[config.mk]
export PLATFORM = sky130hd
export DESIGN_NAME = tvd_ram
export DESIGN_NICKNAME = d
export VERILOG_FILES = /design/src/hdl/tv_denoise_1d_top_macros.svh /design/src/hdl/tvd_ram.sv
export SDC_FILE = /design/constraint.sdc
export NUM_CORES = 1
export LEC_CHECK = 0
export ABC_AREA = 1
export BUFFER_PORTS_ARGS = -buffer_cell sky130_fd_sc_hd__buf_2
export CORE_MARGIN = 3
export CORE_UTILIZATION = 50
export CTS_BUF_LIST = sky130_fd_sc_hd__clkbuf_4
export DETAILED_ROUTE_END_ITERATION = 10
export PLACE_DENSITY = 0.67
export RECOVER_POWER = 100
export SYNTH_ARGS = -nofsm -noshare
export SYNTH_HDL_FRONTEND = slang
export SYNTH_SLANG_ARGS = --single-unit
[constraint.sdc]
create_clock -name clk_i -period 3.11 [get_ports clk_i]
set_clock_uncertainty 0.1 [all_clocks]
set_input_delay 0.311 -clock clk_i [delete_from_list [all_inputs] [get_ports clk_i]]
set_output_delay 0.311 -clock clk_i [all_outputs]
set_load 0.01 [all_outputs]
[src/hdl/tv_denoise_1d_top_macros.svh]
// Assertion macros shared by the denoiser top level.
`ifndef TV_DENOISE_1D_TOP_MACROS_SVH
`define TV_DENOISE_1D_TOP_MACROS_SVH
// Same-cycle implication under the active-low reset.
`define TVD_ASSERT_NOW(lbl, clk, rstn, ante, cons, msg) \
  lbl: assert property (@(posedge clk) disable iff (!rstn) (ante) |-> (cons)) else $error(msg);
// Next-cycle implication under the active-low reset.
`define TVD_ASSERT_NEXT(lbl, clk, rstn, ante, cons, msg) \
  lbl: assert property (@(posedge clk) disable iff (!rstn) (ante) |=> (cons)) else $error(msg);
`endif

[src/hdl/tvd_ram.sv]
// Generic single-write, single-read RAM with registered read data.
`timescale 1ns / 1ps
module tvd_ram #(
  parameter int WIDTH = 8,
  parameter int DEPTH = 16
) (
  input  logic                     clk_i,
  input  logic                     we_i,
  input  logic [$clog2(DEPTH)-1:0] waddr_i,
  input  logic [WIDTH-1:0]         wdata_i,
  input  logic                     re_i,
  input  logic [$clog2(DEPTH)-1:0] raddr_i,
  output logic [WIDTH-1:0]         rdata_o
);
  logic [WIDTH-1:0] mem_q [DEPTH];
  logic [WIDTH-1:0] rdata_q;

  always_ff @(posedge clk_i) begin
    if (we_i) begin
      mem_q[waddr_i] <= wdata_i;
    end
    if (re_i) begin
      rdata_q <= mem_q[raddr_i];
    end
  end

  assign rdata_o = rdata_q;
endmodule

# --- Yosys cells after proc, flatten, opt, wreduce, memory -nomap -nowiden ---
# Memories as Yosys holds them, arrays and structs flattened. A register that Yosys moved wholly into a read port is not among the register bits.
# Index checks and enable logic that the tools add are counted.
word_totals:
  ff_bits: 0
  ram_bits: 128
  in_bits: 19
  out_inout_bits: 8
  wordCells: 3
  memories: 1
mem_list:
  columns: ["name", "words", "word_bits", "rd", "rd_ports_with_merged_regs", "write_ports", "line", "rtl"]
  rows:
  - ["mem_q", 16, 8, 1, 1, 1, "tvd_ram.sv:15", "logic [WIDTH-1:0] mem_q [DEPTH];"]
op_classes:
  muxes: 2
op_table:
  columns: ["op", "n"]
  rows:
  - ["$mux W1", 2]

# --- Depth between registers and ports, before layout ---
depth:
  depth_word: 2
  mapped_depth: 8
  mapped_depth_nobuf: 7

# --- Least setup slack after synthesis ---
# OpenSTA, ideal clock, no wires.
synth_timing:
  kind: "input-to-reg"
  start: "input waddr_i[2]"
  end: "memory mem_q[10][0] (enable)"
  setup_ns: 0.370
  t_arrival_ns: 0.892
  required_ns: 2.640
  setup_slack_ns: 1.748
  cell_stages: 2
  path_buffers: 0
  cell_sequence: "nand3b_1 nor2_1"
synth_rtl:
  columns: ["element", "line", "rtl"]
  rows:
  - ["from (decl)", "tvd_ram.sv:9", "input logic [$clog2(DEPTH)-1:0] waddr_i,"]
  - ["to (decl)", "tvd_ram.sv:15", null]
# No word-level cell before the write port.

==> reports/results.ini <==
[run_status]
status = finished clean

[sta]
slew_headroom_pct = 28.4
worstMarginPinSlew_ns = 1.07
post-route-min-period_ns = 1.96
fin_ws_ns = 1.15
max_freq_mhz = 509
rsz0062_at_grt = no
drv_slew = 0
finalHoldViolations = 0
tns_ns = 0
setup_violations = 0
post-route-period-util_pct = 63.1

[logic_synthesis]
ys_types = 11
syn-instance-count = 551
syn-cell-area_mm2 = 0.00585
syn_nets = 570
avgSynthCellArea_um2 = 10.6
yosysSeqAreaShare_pct = 69.8
synth_seq_cells = 136
ys_warn_count = 0

[detailed_routing]
drt-initial-drc-count = 387
ant_nets = 0
drt-pass1-iter-count = 6
remaining_drc_errors = 0
wl_per_cell_um = 17.7
routed_wl_um = 12900
vias = 3774
via_per_inst = 5.18

[clock_network]
clkSlewWorstSetupHoldPaths_ns = 0.12
htree_levels = 4
clk_latency_ns = 0.54
post_cts_buffers = 0
clock-sinks = 136
tritoncts = done
clk_path_buf_depth = 2
clockRootBuffer = clkbuf_4
cts_made_buffers = 17

[layout]
final_nets = 595
num_antenna_cells = 0
final_common_cell = nand2_1
final_cell_mix = nand2_1, edfxtp_1, inv_1
area_growth_syn_to_layout_pct = 8.73
n_fill_cell = 986
drive_above_1_share_pct = 7.13
finalInstanceArea_mm2 = 0.00636
layoutNonFillerInstCount = 729
multi_input_comb_area_mm2 = 0.00121
seqCellArea_mm2 = 0.00408

[placed_design]
placedCellCount = 696
hpwl_um = 7820
port_buffers = 26
gp_congestion = 0.826
dp_worst_setup_slack_ns = 0.895
place_area_mm2 = 0.00601

[flow_run]
max_cap_viol_count = 0

[setup_path]
cp.required_ns = 3.31
critical_path.startpoint_type = primary input
arrival_ns = 2.16
worstReg2RegStart = mem_q[11][2]
criticalPathCategory = primary input to register
cp-end-kind = register
cp-startpoint = raddr_i[1]
worstPathMaxFanout = 33

[floorplan]
die_x_um = 114
die_h_um = 114
core-area_mm2 = 0.0111
ios = 27
initial_core_util_pct = 52.6
rows = 38
die_area_mm2 = 0.0130

[hold_path]
hold_path_class = primary input to register
hp-start = raddr_i[3]

[global_routing]
antenna_found_initial = 0
grtUsageTotal_pct = 21.3
grt_pass1_vias = 3686
grt_max_degree = 65
grt_pass1_wl_um = 20500
overflow = 0

[power_and_ir_drop]
p_leak_nw = 2.69
irDropWorstVdd_mv = 0.262
cellPowerDensity_mw_per_mm2 = 590
power_w = 0.00375

==> critical path, cell delays in order <==
cell and delay [ns]:
buf_2 0.52, inv_1 0.68, nand3_1 0.28, nand3_1 0.14, nand3_1 0.16, nand2_1 0.07
==> synth_stat cells <==
cell / n / area share, %
nand3_1: 97 / 8.3
nand2_1: 173 / 11
nor2_1: 17 / 1.1
nand3b_1: 2 / 0.26
inv_1: 100 / 6.4
buf_4: 4 / 0.51
buf_1: 1 / 0.064
inv_2: 2 / 0.13
edfxtp_1: 136 / 70
buf_6: 6 / 1.2
buf_2: 13 / 1.1
==> layout make-up <==
| class | count | share of cell area [%] |
|---|---|---|
| flip-flops and latches | 136 | 64.2 |
| multi-input cells | 289 | 19.1 |
| inverters | 102 | 6.02 |
| clock inverters | 14 | 3.58 |
| well taps | 140 | 2.76 |
| repair buffers | 30 | 2.18 |
| clock buffers | 18 | 2.13 |
==> power by group <==
part	total [W]	switching [W]	leakage [nW]	internal, W
combinational	0.000237	0.000177	1.26	0.0000600
clock	0.00144	0.000636	0.190	0.000802
sequential	0.00207	0.0000105	1.24	0.00206
total	0.00375	0.000823	2.69	0.00292
==> layer usage <==
| metal | global-route usage, % | vias up | wire, um |
|---|---|---|---|
| met5 | 0 | - | 0 |
| met4 | 6.65 | 0 | 139 |
| met3 | 4.81 | 11 | 901 |
| met2 | 31.5 | 156 | 5960 |
| met1 | 31.9 | 1776 | 5870 |
| li1 | - | 1831 | - |
==> state kept, by name (all words and copies together), names as in the netlist <==
register	count
mem_q	128
rdata_o	8
==> worst paths after layout <==
path / to / slack (ns) / cells past startpoint
max: rdata_o[3] / 1.15 / 6
min: rdata_o[0] / 0.15 / 3
max reg2reg: rdata_o[2] / 1.81 / 6
min reg2reg: rdata_o[7] / 0.65 / 6
==> per-stage QoR <==
step | hold slack (ns) | utilization (%)
3_3_place_gp | 0.586 | 54.0
6_report | 0.148 | 57.1
3_5_place_dp | 0.590 | 54.0
2_1_floorplan | 0.310 | -
4_1_cts | 0.0134 | 57.3
5_1_grt | 0.131 | 57.1
==> logic make-up (layout without fill, tap and decap cells) <==
group	count (synthesis)	after routing	share of synthesized area, %
AND/OR/NAND/NOR	289	289	20.8
flip-flops	136	136	69.8
buffers and inverters	126	164	9.39
==> what timing repair did <==
item / CTS / global route
hold buffers: 0 / 1
endpoints found under the hold margin: 0 / 2
resized for setup: 0 / 0
No activity file was read; power rests on OpenSTA's default activity.
