File: src/hdl/tv_denoise_1d_top_macros.svh
// Assertion macros shared by the denoiser top level.
`ifndef TV_DENOISE_1D_TOP_MACROS_SVH
`define TV_DENOISE_1D_TOP_MACROS_SVH
// Same-cycle implication under the active-low reset.
`define TVD_ASSERT_NOW(lbl, clk, rstn, ante, cons, msg) \
  lbl: assert property (@(posedge clk) disable iff (!rstn) (ante) |-> (cons)) else $error(msg);
// Next-cycle implication under the active-low reset.
`define TVD_ASSERT_NEXT(lbl, clk, rstn, ante, cons, msg) \
  lbl: assert property (@(posedge clk) disable iff (!rstn) (ante) |=> (cons)) else $error(msg);
`endif

File: src/hdl/tvd_pkg.sv
// Package with widths, constants, sequencer types and rounding for the denoiser.
`timescale 1ns / 1ps
package tvd_pkg;
  localparam int SAMPLE_W = 14;
  localparam int OUT_W = 22;
  localparam int IDX_W = 12;
  localparam int VAL_W = 40;
  localparam int FRAC_W = 16;
  localparam int DEF_MAX_SAMPLES = 4096;
  localparam logic [OUT_W-1:0] OUT_MAX = 22'h3FFFFF;
  localparam logic [SAMPLE_W-1:0] LAMBDA_RESET = 14'd50;

  typedef enum logic [3:0] {
    S_IDLE, S_WAIT, S_INIT, S_LOOP, S_STEP1, S_STEP2, S_CHK1, S_DIV1,
    S_CHK2, S_DIV2, S_FDIV, S_PUT, S_RESTART
  } eng_state_e;

  typedef enum logic [2:0] {
    RK_END_MIN, RK_END_MAX, RK_JUMP_MIN, RK_JUMP_MAX, RK_FINAL
  } restart_kind_e;

  // Round a Q.16 value to 8 fractional bits and clamp to the output range.
  function automatic logic [OUT_W-1:0] round_out(input logic signed [VAL_W-1:0] v);
    logic signed [VAL_W-1:0] r;
    logic [VAL_W-9:0] q;
    r = v + VAL_W'(128);
    q = r[VAL_W-1:8];
    if (r < 0) return '0;
    if (q > (VAL_W-8)'(OUT_MAX)) return OUT_MAX;
    return q[OUT_W-1:0];
  endfunction
endpackage

File: src/hdl/tvd_div.sv
// Iterative signed-by-unsigned divider, one quotient bit per cycle, truncating.
`timescale 1ns / 1ps
module tvd_div
  import tvd_pkg::*;
#(
  parameter int DEN_W = 13
) (
  input  logic                    clk_i,
  input  logic                    rst_ni,
  input  logic                    start_i,
  input  logic signed [VAL_W-1:0] num_i,
  input  logic [DEN_W-1:0]        den_i,
  output logic                    done_o,
  output logic signed [VAL_W-1:0] quot_o
);
  localparam int CNT_W = $clog2(VAL_W + 1);

  logic [VAL_W-1:0] acc_q, acc_d;
  logic [DEN_W-1:0] rem_q, rem_d, den_q;
  logic [CNT_W-1:0] cnt_q, cnt_d;
  logic neg_q, done_q, done_d;
  logic [DEN_W:0] shifted;

  always_comb begin
    acc_d = acc_q;
    rem_d = rem_q;
    cnt_d = cnt_q;
    done_d = 1'b0;
    shifted = {rem_q, acc_q[VAL_W-1]};
    if (start_i) begin
      acc_d = num_i[VAL_W-1] ? VAL_W'(-num_i) : VAL_W'(num_i);
      rem_d = '0;
      cnt_d = CNT_W'(VAL_W);
    end else if (cnt_q != '0) begin
      if (shifted >= {1'b0, den_q}) begin
        rem_d = DEN_W'(shifted - {1'b0, den_q});
        acc_d = {acc_q[VAL_W-2:0], 1'b1};
      end else begin
        rem_d = shifted[DEN_W-1:0];
        acc_d = {acc_q[VAL_W-2:0], 1'b0};
      end
      cnt_d = cnt_q - CNT_W'(1);
      done_d = (cnt_q == CNT_W'(1));
    end
  end

  always_ff @(posedge clk_i or negedge rst_ni) begin
    if (!rst_ni) begin
      cnt_q <= '0;
      done_q <= 1'b0;
    end else begin
      cnt_q <= cnt_d;
      done_q <= done_d;
    end
  end

  always_ff @(posedge clk_i) begin
    acc_q <= acc_d;
    rem_q <= rem_d;
    if (start_i) begin
      neg_q <= num_i[VAL_W-1];
      den_q <= den_i;
    end
  end

  assign done_o = done_q;
  assign quot_o = neg_q ? -signed'(acc_q) : signed'(acc_q);
endmodule

File: src/hdl/tvd_engine.sv
// Taut-string sequencer that walks the raw store and fills the smooth store.
`timescale 1ns / 1ps
module tvd_engine
  import tvd_pkg::*;
#(
  parameter int MAX_SAMPLES = DEF_MAX_SAMPLES
) (
  input  logic                             clk_i,
  input  logic                             rst_ni,
  input  logic                             start_i,
  input  logic [$clog2(MAX_SAMPLES+1)-1:0] n_i,
  input  logic [SAMPLE_W-1:0]              lambda_i,
  output logic [$clog2(MAX_SAMPLES)-1:0]   raw_raddr_o,
  input  logic [SAMPLE_W-1:0]              raw_rdata_i,
  output logic                             sm_we_o,
  output logic [$clog2(MAX_SAMPLES)-1:0]   sm_waddr_o,
  output logic [OUT_W-1:0]                 sm_wdata_o,
  output logic                             busy_o
);
  localparam int CW = $clog2(MAX_SAMPLES + 1);
  localparam int AW = $clog2(MAX_SAMPLES);

  eng_state_e state_q, state_d;
  restart_kind_e kind_q;
  logic [CW-1:0] n_q, k_q, k0_q, kp_q, km_q, lim_q;
  logic signed [VAL_W-1:0] umin_q, umax_q, vmin_q, vmax_q, pv_q, f_q;
  logic signed [VAL_W-1:0] lam, fetch, t1, t2, quot, div_num;
  logic [CW-1:0] k_inc, k0_inc, seg_len;
  logic div_start, div_done;

  assign lam = signed'({{(VAL_W-SAMPLE_W-FRAC_W){1'b0}}, lambda_i, {FRAC_W{1'b0}}});
  assign fetch = signed'({{(VAL_W-SAMPLE_W-FRAC_W){1'b0}}, raw_rdata_i, {FRAC_W{1'b0}}});
  assign k_inc = k_q + CW'(1);
  assign k0_inc = k0_q + CW'(1);
  assign seg_len = k_q - k0_q + CW'(1);
  assign t1 = umin_q + fetch - vmin_q;
  assign t2 = umax_q + f_q - vmax_q;

  tvd_div #(.DEN_W(CW)) u_div (
    .clk_i   (clk_i),
    .rst_ni  (rst_ni),
    .start_i (div_start),
    .num_i   (div_num),
    .den_i   (seg_len),
    .done_o  (div_done),
    .quot_o  (quot)
  );

  // Next state. The wait state lets the last sample's write land before the
  // first sample is read, which matters for a one-sample waveform.
  always_comb begin
    state_d = state_q;
    unique case (state_q)
      S_IDLE:    if (start_i) state_d = S_WAIT;
      S_WAIT:    state_d = S_INIT;
      S_INIT:    state_d = S_LOOP;
      S_LOOP: begin
        if (k_inc == n_q) begin
          if (umin_q < 0 || umax_q > 0) state_d = S_PUT;
          else state_d = S_FDIV;
        end else begin
          state_d = S_STEP1;
        end
      end
      S_STEP1:   state_d = (t1 < -lam) ? S_PUT : S_STEP2;
      S_STEP2:   state_d = (t2 > lam) ? S_PUT : S_CHK1;
      S_CHK1:    state_d = (umin_q >= lam) ? S_DIV1 : S_CHK2;
      S_DIV1:    if (div_done) state_d = S_CHK2;
      S_CHK2:    state_d = (umax_q <= -lam) ? S_DIV2 : S_LOOP;
      S_DIV2:    if (div_done) state_d = S_LOOP;
      S_FDIV:    if (div_done) state_d = S_PUT;
      S_PUT: begin
        if (k0_inc <= lim_q && k0_inc < n_q) state_d = S_PUT;
        else if (k0_inc >= n_q) state_d = S_IDLE;
        else state_d = S_RESTART;
      end
      S_RESTART: state_d = S_LOOP;
      default:   state_d = S_IDLE;
    endcase
  end

  // Outputs toward the stores and the divider.
  always_comb begin
    raw_raddr_o = '0;
    div_start = 1'b0;
    div_num = umin_q;
    sm_we_o = 1'b0;
    unique case (state_q)
      S_LOOP: begin
        raw_raddr_o = k_inc[AW-1:0];
        div_start = (k_inc == n_q) && !(umin_q < 0) && !(umax_q > 0);
      end
      S_CHK1: begin
        div_num = umin_q - lam;
        div_start = (umin_q >= lam);
      end
      S_CHK2: begin
        div_num = umax_q + lam;
        div_start = (umax_q <= -lam);
      end
      S_PUT: begin
        sm_we_o = 1'b1;
        raw_raddr_o = k0_inc[AW-1:0];
      end
      default: ;
    endcase
  end

  assign sm_waddr_o = k0_q[AW-1:0];
  assign sm_wdata_o = round_out(pv_q);
  assign busy_o = (state_q != S_IDLE);

  always_ff @(posedge clk_i or negedge rst_ni) begin
    if (!rst_ni) state_q <= S_IDLE;
    else state_q <= state_d;
  end

  always_ff @(posedge clk_i) begin
    case (state_q)
      S_IDLE: begin
        n_q <= n_i;
        k_q <= '0; k0_q <= '0; kp_q <= '0; km_q <= '0;
      end
      S_INIT: begin
        vmin_q <= fetch - lam;
        vmax_q <= fetch + lam;
        umin_q <= lam;
        umax_q <= -lam;
      end
      S_LOOP: begin
        if (k_inc == n_q) begin
          if (umin_q < 0) begin
            pv_q <= vmin_q; lim_q <= km_q; kind_q <= RK_END_MIN;
          end else if (umax_q > 0) begin
            pv_q <= vmax_q; lim_q <= kp_q; kind_q <= RK_END_MAX;
          end
        end
      end
      S_STEP1: begin
        f_q <= fetch;
        if (t1 < -lam) begin
          pv_q <= vmin_q; lim_q <= km_q; kind_q <= RK_JUMP_MIN;
        end else begin
          umin_q <= t1;
        end
      end
      S_STEP2: begin
        if (t2 > lam) begin
          pv_q <= vmax_q; lim_q <= kp_q; kind_q <= RK_JUMP_MAX;
        end else begin
          umax_q <= t2;
          k_q <= k_inc;
        end
      end
      S_CHK1: if (umin_q >= lam) km_q <= k_q;
      S_DIV1: if (div_done) begin
        vmin_q <= vmin_q + quot;
        umin_q <= lam;
      end
      S_CHK2: if (umax_q <= -lam) kp_q <= k_q;
      S_DIV2: if (div_done) begin
        vmax_q <= vmax_q + quot;
        umax_q <= -lam;
      end
      S_FDIV: if (div_done) begin
        pv_q <= vmin_q + quot;
        lim_q <= k_q;
        kind_q <= RK_FINAL;
      end
      S_PUT: k0_q <= k0_inc;
      S_RESTART: begin
        case (kind_q)
          RK_END_MIN: begin
            k_q <= k0_q; km_q <= k0_q;
            vmin_q <= fetch; umin_q <= lam;
            umax_q <= fetch + lam - vmax_q;
          end
          RK_END_MAX: begin
            k_q <= k0_q; kp_q <= k0_q;
            vmax_q <= fetch; umax_q <= -lam;
            umin_q <= fetch - lam - vmin_q;
          end
          RK_JUMP_MIN: begin
            k_q <= k0_q; km_q <= k0_q; kp_q <= k0_q;
            vmin_q <= fetch; vmax_q <= fetch + (lam <<< 1);
            umin_q <= lam; umax_q <= -lam;
          end
          default: begin
            k_q <= k0_q; km_q <= k0_q; kp_q <= k0_q;
            vmax_q <= fetch; vmin_q <= fetch - (lam <<< 1);
            umin_q <= lam; umax_q <= -lam;
          end
        endcase
      end
      default: ;
    endcase
  end
endmodule
File: config.mk
export PLATFORM = sky130hd
export DESIGN_NAME = tvd_engine
export DESIGN_NICKNAME = d
export VERILOG_FILES = /design/src/hdl/tv_denoise_1d_top_macros.svh /design/src/hdl/tvd_pkg.sv /design/src/hdl/tvd_div.sv /design/src/hdl/tvd_engine.sv
export SDC_FILE = /design/constraint.sdc
export NUM_CORES = 2
export LEC_CHECK = 0
export ABC_AREA = 1
export BUFFER_PORTS_ARGS = -buffer_cell sky130_fd_sc_hd__buf_4
export CAP_MARGIN = 20
export CORE_MARGIN = 4
export CORE_UTILIZATION = 40
export CTS_BUF_LIST = sky130_fd_sc_hd__clkbuf_4 sky130_fd_sc_hd__clkbuf_8
export DETAILED_ROUTE_END_ITERATION = 10
export PLACE_DENSITY = 0.62
export SKIP_LAST_GASP = 1
export SYNTH_ARGS = -nofsm -noshare
export SYNTH_HDL_FRONTEND = slang
export SYNTH_SLANG_ARGS = --single-unit
File: constraint.sdc
create_clock -name clk_i -period 8.5 [get_ports clk_i]
set_input_delay 1.7 -clock clk_i [delete_from_list [all_inputs] [get_ports clk_i]]
set_output_delay 1.7 -clock clk_i [all_outputs]
set_load 0.03 [all_outputs]
; ---- Word-level counts from Yosys, hierarchy flattened
; Cells that the tools add are included.
[word_totals]
ff_bits = 373
in_bits = 44
output_inout_bits = 48
word_cells = 194
[classes]
add_sub_neg = 24
n_lt_le_gt_ge = 12
n_eq_ne = 30
mux = 77
n_reduce_logical = 31
[op_table]
columns = cell, n
row1 = $mux W40, 17
row2 = $pmux W40 S4, 3
row3 = $pmux W40 S2, 3
row4 = $pmux W40 S3, 2
row5 = $mux W13, 12
row6 = $add A40 B31 Y40, 3
row7 = $pmux W13 S3, 3
row8 = $mux W22, 4
row9 = $add A40 B40 Y40, 2
row10 = $lt A40 B1 Y1 const B, 2
row11 = $neg A40 Y40, 2
row12 = $sub A40 B40 Y40, 2
row13 = $pmux W13 S4, 1
row14 = $pmux W4 S12, 1
row15 = $mux W4, 11
row16 = $add A40 B9 Y40 const B, 1
row17 = $ge A40 B31 Y1, 1
row18 = $gt A40 B1 Y1 const B, 1
row19 = $gt A40 B31 Y1, 1
row20 = $le A40 B40 Y1, 1
row21 = $lt A40 B40 Y1, 1
row22 = $neg A30 Y40, 1
row23 = $sub A31 B40 Y40, 1
row24 = $sub A32 B40 Y40, 1
row25 = 45 further kinds, 97

; ---- Logic depth before layout (Yosys ltp)
[logic_depth]
ltp_word = 6
mapped_depth = 32
depth_no_buf = 32

; ---- Modules after synthesis
; From an unflattened synthesis, not the netlist that was laid out.
[hier_totals]
cells_unflattened = 6560
hier_area_um2 = 43958.4
[by_module_without_submodules]
columns = module, n_inst, cells_each, area_per_inst_um2, seq_area_each_um2
row1 = tvd_engine, 1, 5595, 37637.3, 8748.4
row2 = tvd_div, 1, 965, 6321.1, 2057.0

; ---- Worst setup path after synthesis
; Ideal clock, no wire load.
[synth_timing]
path_type = input to register
start = in raw_rdata_i[2]
end = reg kind_q[0], enable pin
setup_time_ns = 0.457
t_arrival_ns = 7.058
required_ns = 8.043
slack_ns = 0.985
path_stages = 23
n_path_buf = 0
cell_sequence = inv_1 fa_1 inv_1 ha_1 nand2_1 or4_1 o31ai_1 nand2_1 nand2_1 xor2_1 inv_1 ha_1 nand2_1 inv_1 o21ai_0 o211ai_1 a21oi_1 nand3_1 nand2_1 nand2_1 nand2_1 nand2_1 nor2_1
[synth_via]
elab_chain_cells = 5
[synth_lines]
columns = element, line
row1 = start: declaration, tvd_engine.sv:14  ; input logic [SAMPLE_W-1:0] raw_rdata_i,
row2 = $add A40 B31 Y40, tvd_engine.sv:36  ; assign t1 = umin_q + fetch - vmin_q;
row3 = $sub A40 B40 Y40, tvd_engine.sv:36
row4 = $lt A40 B40 Y1, tvd_engine.sv:141  ; if (t1 < -lam) begin
row5 = $ne A2 B2 Y1 (no line), --
row6 = $reduce_and A6 Y1 (no line), --
row7 = end signal: assignment, tvd_engine.sv:135  ; pv_q <= vmax_q; lim_q <= kp_q; kind_q <= RK_END_MAX;
row8 = end signal: assignment, tvd_engine.sv:142  ; pv_q <= vmin_q; lim_q <= km_q; kind_q <= RK_JUMP_MIN;
row9 = end signal: assignment, tvd_engine.sv:149  ; pv_q <= vmax_q; lim_q <= kp_q; kind_q <= RK_JUMP_MAX;
row10 = end: declaration, tvd_engine.sv:24  ; restart_kind_e kind_q;
; No other way between the ends.
; A chain may end at the register's enable or synchronous reset.

; ---- Final worst setup path
[layout_timing]
start = in lambda_i[0]
end = reg u_div.acc_q[29], enable pin
[layout_via]
elab_chain_cells = 4
word_cells_on_any_way = 5
cone_classes = add/sub (1) / order compare (2) / mux (1) / reduce/logical (1)
[layout_lines]
columns = element, line
row1 = start: declaration, tvd_engine.sv:12  ; input logic [SAMPLE_W-1:0] lambda_i,
row2 = $neg A30 Y40, tvd_engine.sv:99  ; div_start = (umax_q <= -lam);
row3 = $le A40 B40 Y1, tvd_engine.sv:99
row4 = $pmux W1 S3 *, tvd_engine.sv:88  ; unique case (state_q)
row5 = $reduce_bool A2 Y1 (no line) *, --
row6 = end signal: assignment, tvd_div.sv:58  ; acc_q <= acc_d;
row7 = end: declaration, tvd_div.sv:18  ; logic [VAL_W-1:0] acc_q, acc_d;
; Every way passes the cells marked *; elsewhere a longest branch is shown, timed or not.

==> flow_summary.ini <==
[routing]
wl_per_cell_microns = 25.8
viasPerCell = 5.85
dr.pass1.iters = 9
drtAntennaViolNets = 0
drcViolationCount = 0
drt-initial-drc-count = 5804
wl_microns = 207000
via_count = 46793

[cts]
cts_resized = 0
cts.sinks = 366
clkLatencyLatePin_ns = 0.76
h-tree-depth = 3
ctsLongestPathBuffers = 3
postCtsSetupBuffers = 0
cts_tree = built
clock-root-buffer = clkbuf_8
clk_transition_reported_paths_ns = 0.06
numCtsBuffers = 77
hold_buffers = 0

[die]
rows = 120
die_height_microns = 338
die_w_microns = 338
die_area_sq_um = 114000
io-pin-count = 92
design.core.area_sq_um = 108000
initial_core_util_pct = 40.4

[worst_setup_path]
start_kind = primary input
worst-setup-path-type = in2reg
critPathMaxFanout = 40
cp_data_arrival_time_ns = 7.43
reg2reg_depth = 28
worstSetupEndpointType = register
required_ns = 8.92

[outcome]
status = finished clean

[layout]
layout-drive-gt1-share_pct = 5.49
fin_area_sq_um = 47300
nets = 7076
fillers = 11462
multiInputGateArea_sq_um = 28500
area_delta_synth_final_pct = 9.01
final_cell_mix = nand2_1 (1668), inv_1 (921), nor2_1 (628)
stdcell_count = 7996
seq_area_sq_um = 10800
final_common_cell = nand2_1

[global_routing]
grt_use_total_pct = 35.4
grt_max_degree = 68
grt_antenna_before_repair = 13
gr-total-overflow = 0
grt_first_pass_wirelength_microns = 294000
grt_pass1_vias = 42949

[logic_synthesis]
async_flop_share_pct = 3.01
yosysWarnings = 0
syn_area_per_cell_sq_um = 6.73
ys_seq_elements = 366
syn_nets = 6993
synth_flop_cell = edfxtp_1
synth_edf_count = 342
syn_inst = 6451
netlist_area_sq_um = 43400
ys_seq_area_share_pct = 24.9
ys_types = 67

[timing]
finalCritPeriodShare_pct = 82.5
timing.fmax_ghz = 0.143
relSlewSlack_pct = 21.0
rsz0062_at_grt = no
worst_slack_ns = 1.49
slew_violations = 0
finalHoldViolCount = 0
setup_viol = 0
tns_ns = 0
tightest_slew_ns = 1.17
finClkSkew_ns = 0.0631
fin_crit_ns = 7.01

[hold_path]
hold_depth = 2
hold_path_class = reg2reg

[place]
dp_cells = 7858
gp_congestion = 1.08
hpwl_microns = 171000
place_ws_ns = 0.977
placed_cell_area_sq_um = 45700
io_buffer_count = 91

[job]
cap_violations = 0
-- synthesized netlist by cell type, types with 14 or more instances --
library cell  number  area [sq um]
o221ai_1          14           123
o21ai_0          408          2040
a21o_1            28           210
or2_2             24           150
o211ai_1          55           413
o21ai_1           38           190
nand4_1           96           601
fa_1              40           801
a31oi_1           35           219
o2111ai_1         48           420
xor2_1           196          1720
o21bai_1          28           210
clkbuf_1          84           315
nor4_1            34           213
buf_2             18          90.1
nand3_1          377          1890
inv_1            923          3460
edfxtp_1         342         10300
nor3_1           107           536
nor2_1           639          2400
a21oi_1          454          2270
nand3b_1          33           248
nand2_1         1668          6260
ha_1             458          5730
xnor2_1           68           596
o22ai_1           34           213
-- per-stage QoR --
| step | util, % | hold WS, ns |
|---|---|---|
| 2_1_floorplan | - | 0.449 |
| 3_3_place_gp | 42.5 | 0.472 |
| 3_5_place_dp | 42.5 | 0.480 |
| 4_1_cts | 44.0 | 0.490 |
| 5_1_grt | 44.0 | 0.512 |
| 6_report | 44.0 | 0.491 |
-- cells by family (layout without fill, tap and decap cells) --
logic type / after synthesis / in the layout / share of synthesized area, %
other cells: 0 / 3 / 0
fa+ha+maj: 498 / 498 / 15.0
xor+xnor: 265 / 265 / 5.36
compound gates: 1216 / 1216 / 15.9
flops: 366 / 366 / 24.9
buf+inv: 1078 / 1217 / 9.59
simple gates: 3027 / 3027 / 29.2
mux: 1 / 1 / 0.0230
-- path summary, 6_finish.rpt --
kind | from | end | slack, ns
setup / recovery | lambda_i[0] | u_div.acc_q[29] | 1.49
hold / removal | u_div.rem_q[2] | u_div.rem_q[2] | 0.49
setup reg to reg | vmax_q[8] | k_q[11] | 1.66
hold reg to reg | u_div.rem_q[2] | u_div.rem_q[2] | 0.49
max in group asynchronous | rst_ni | u_div.cnt_q[2] | 7.49
min in group asynchronous | rst_ni | u_div.cnt_q[4] | 0.82
-- layer usage --
| metal | global-route usage, % | vias to the layer above | part of all wire, % |
|---|---|---|---|
| li1 | - | 21808 | - |
| met1 | 49.2 | 21858 | 42 |
| met2 | 51.0 | 2616 | 40 |
| met3 | 8.25 | 499 | 12 |
| met4 | 18.2 | 12 | 6.0 |
| met5 | 0 | - | 0.040 |
-- flip-flops by register name, summed over array words and instances, names as in the netlist, 14 cells and up --
| name | flops |
|---|---|
| u_div.acc_q | 40 |
| umax_q | 40 |
| umin_q | 40 |
| vmax_q | 40 |
| vmin_q | 40 |
| pv_q | 33 |
| f_q | 14 |
-- cell type report --
cell class                      count  area share [%]
Clock buffer                      108            2.78
Antenna cell                        3          0.0159
Clock inverter                     27           0.685
Tap cell                         1403            3.71
Sequential cell                   366            22.8
Timing Repair Buffer              137            2.20
Multi-Input combinational cell   5007            60.3
Inverter                          945            7.51
-- critical path, stage by stage --
cell	delay [ns]
buf_4	0.20
inv_1	0.24
ha_1	0.25
nand3_1	0.13
nor2_1	0.12
nand2_1	0.09
nor3_1	0.33
nand2_1	0.12
nor3_1	0.22
nand3_1	0.29
nor2_1	0.95
ha_1	0.27
nand4_1	0.12
nor3_1	0.33
and2_1	0.18
nand2_1	0.06
nand3_1	0.11
nand3_1	0.31
nand2_1	0.25
nand3_2	0.18
nor2_2	0.28
clkinv_1	0.27
buf_4	0.38
Power is not shown: default switching activity piles up to over one toggle a cycle in this logic, so the estimate is an artifact.
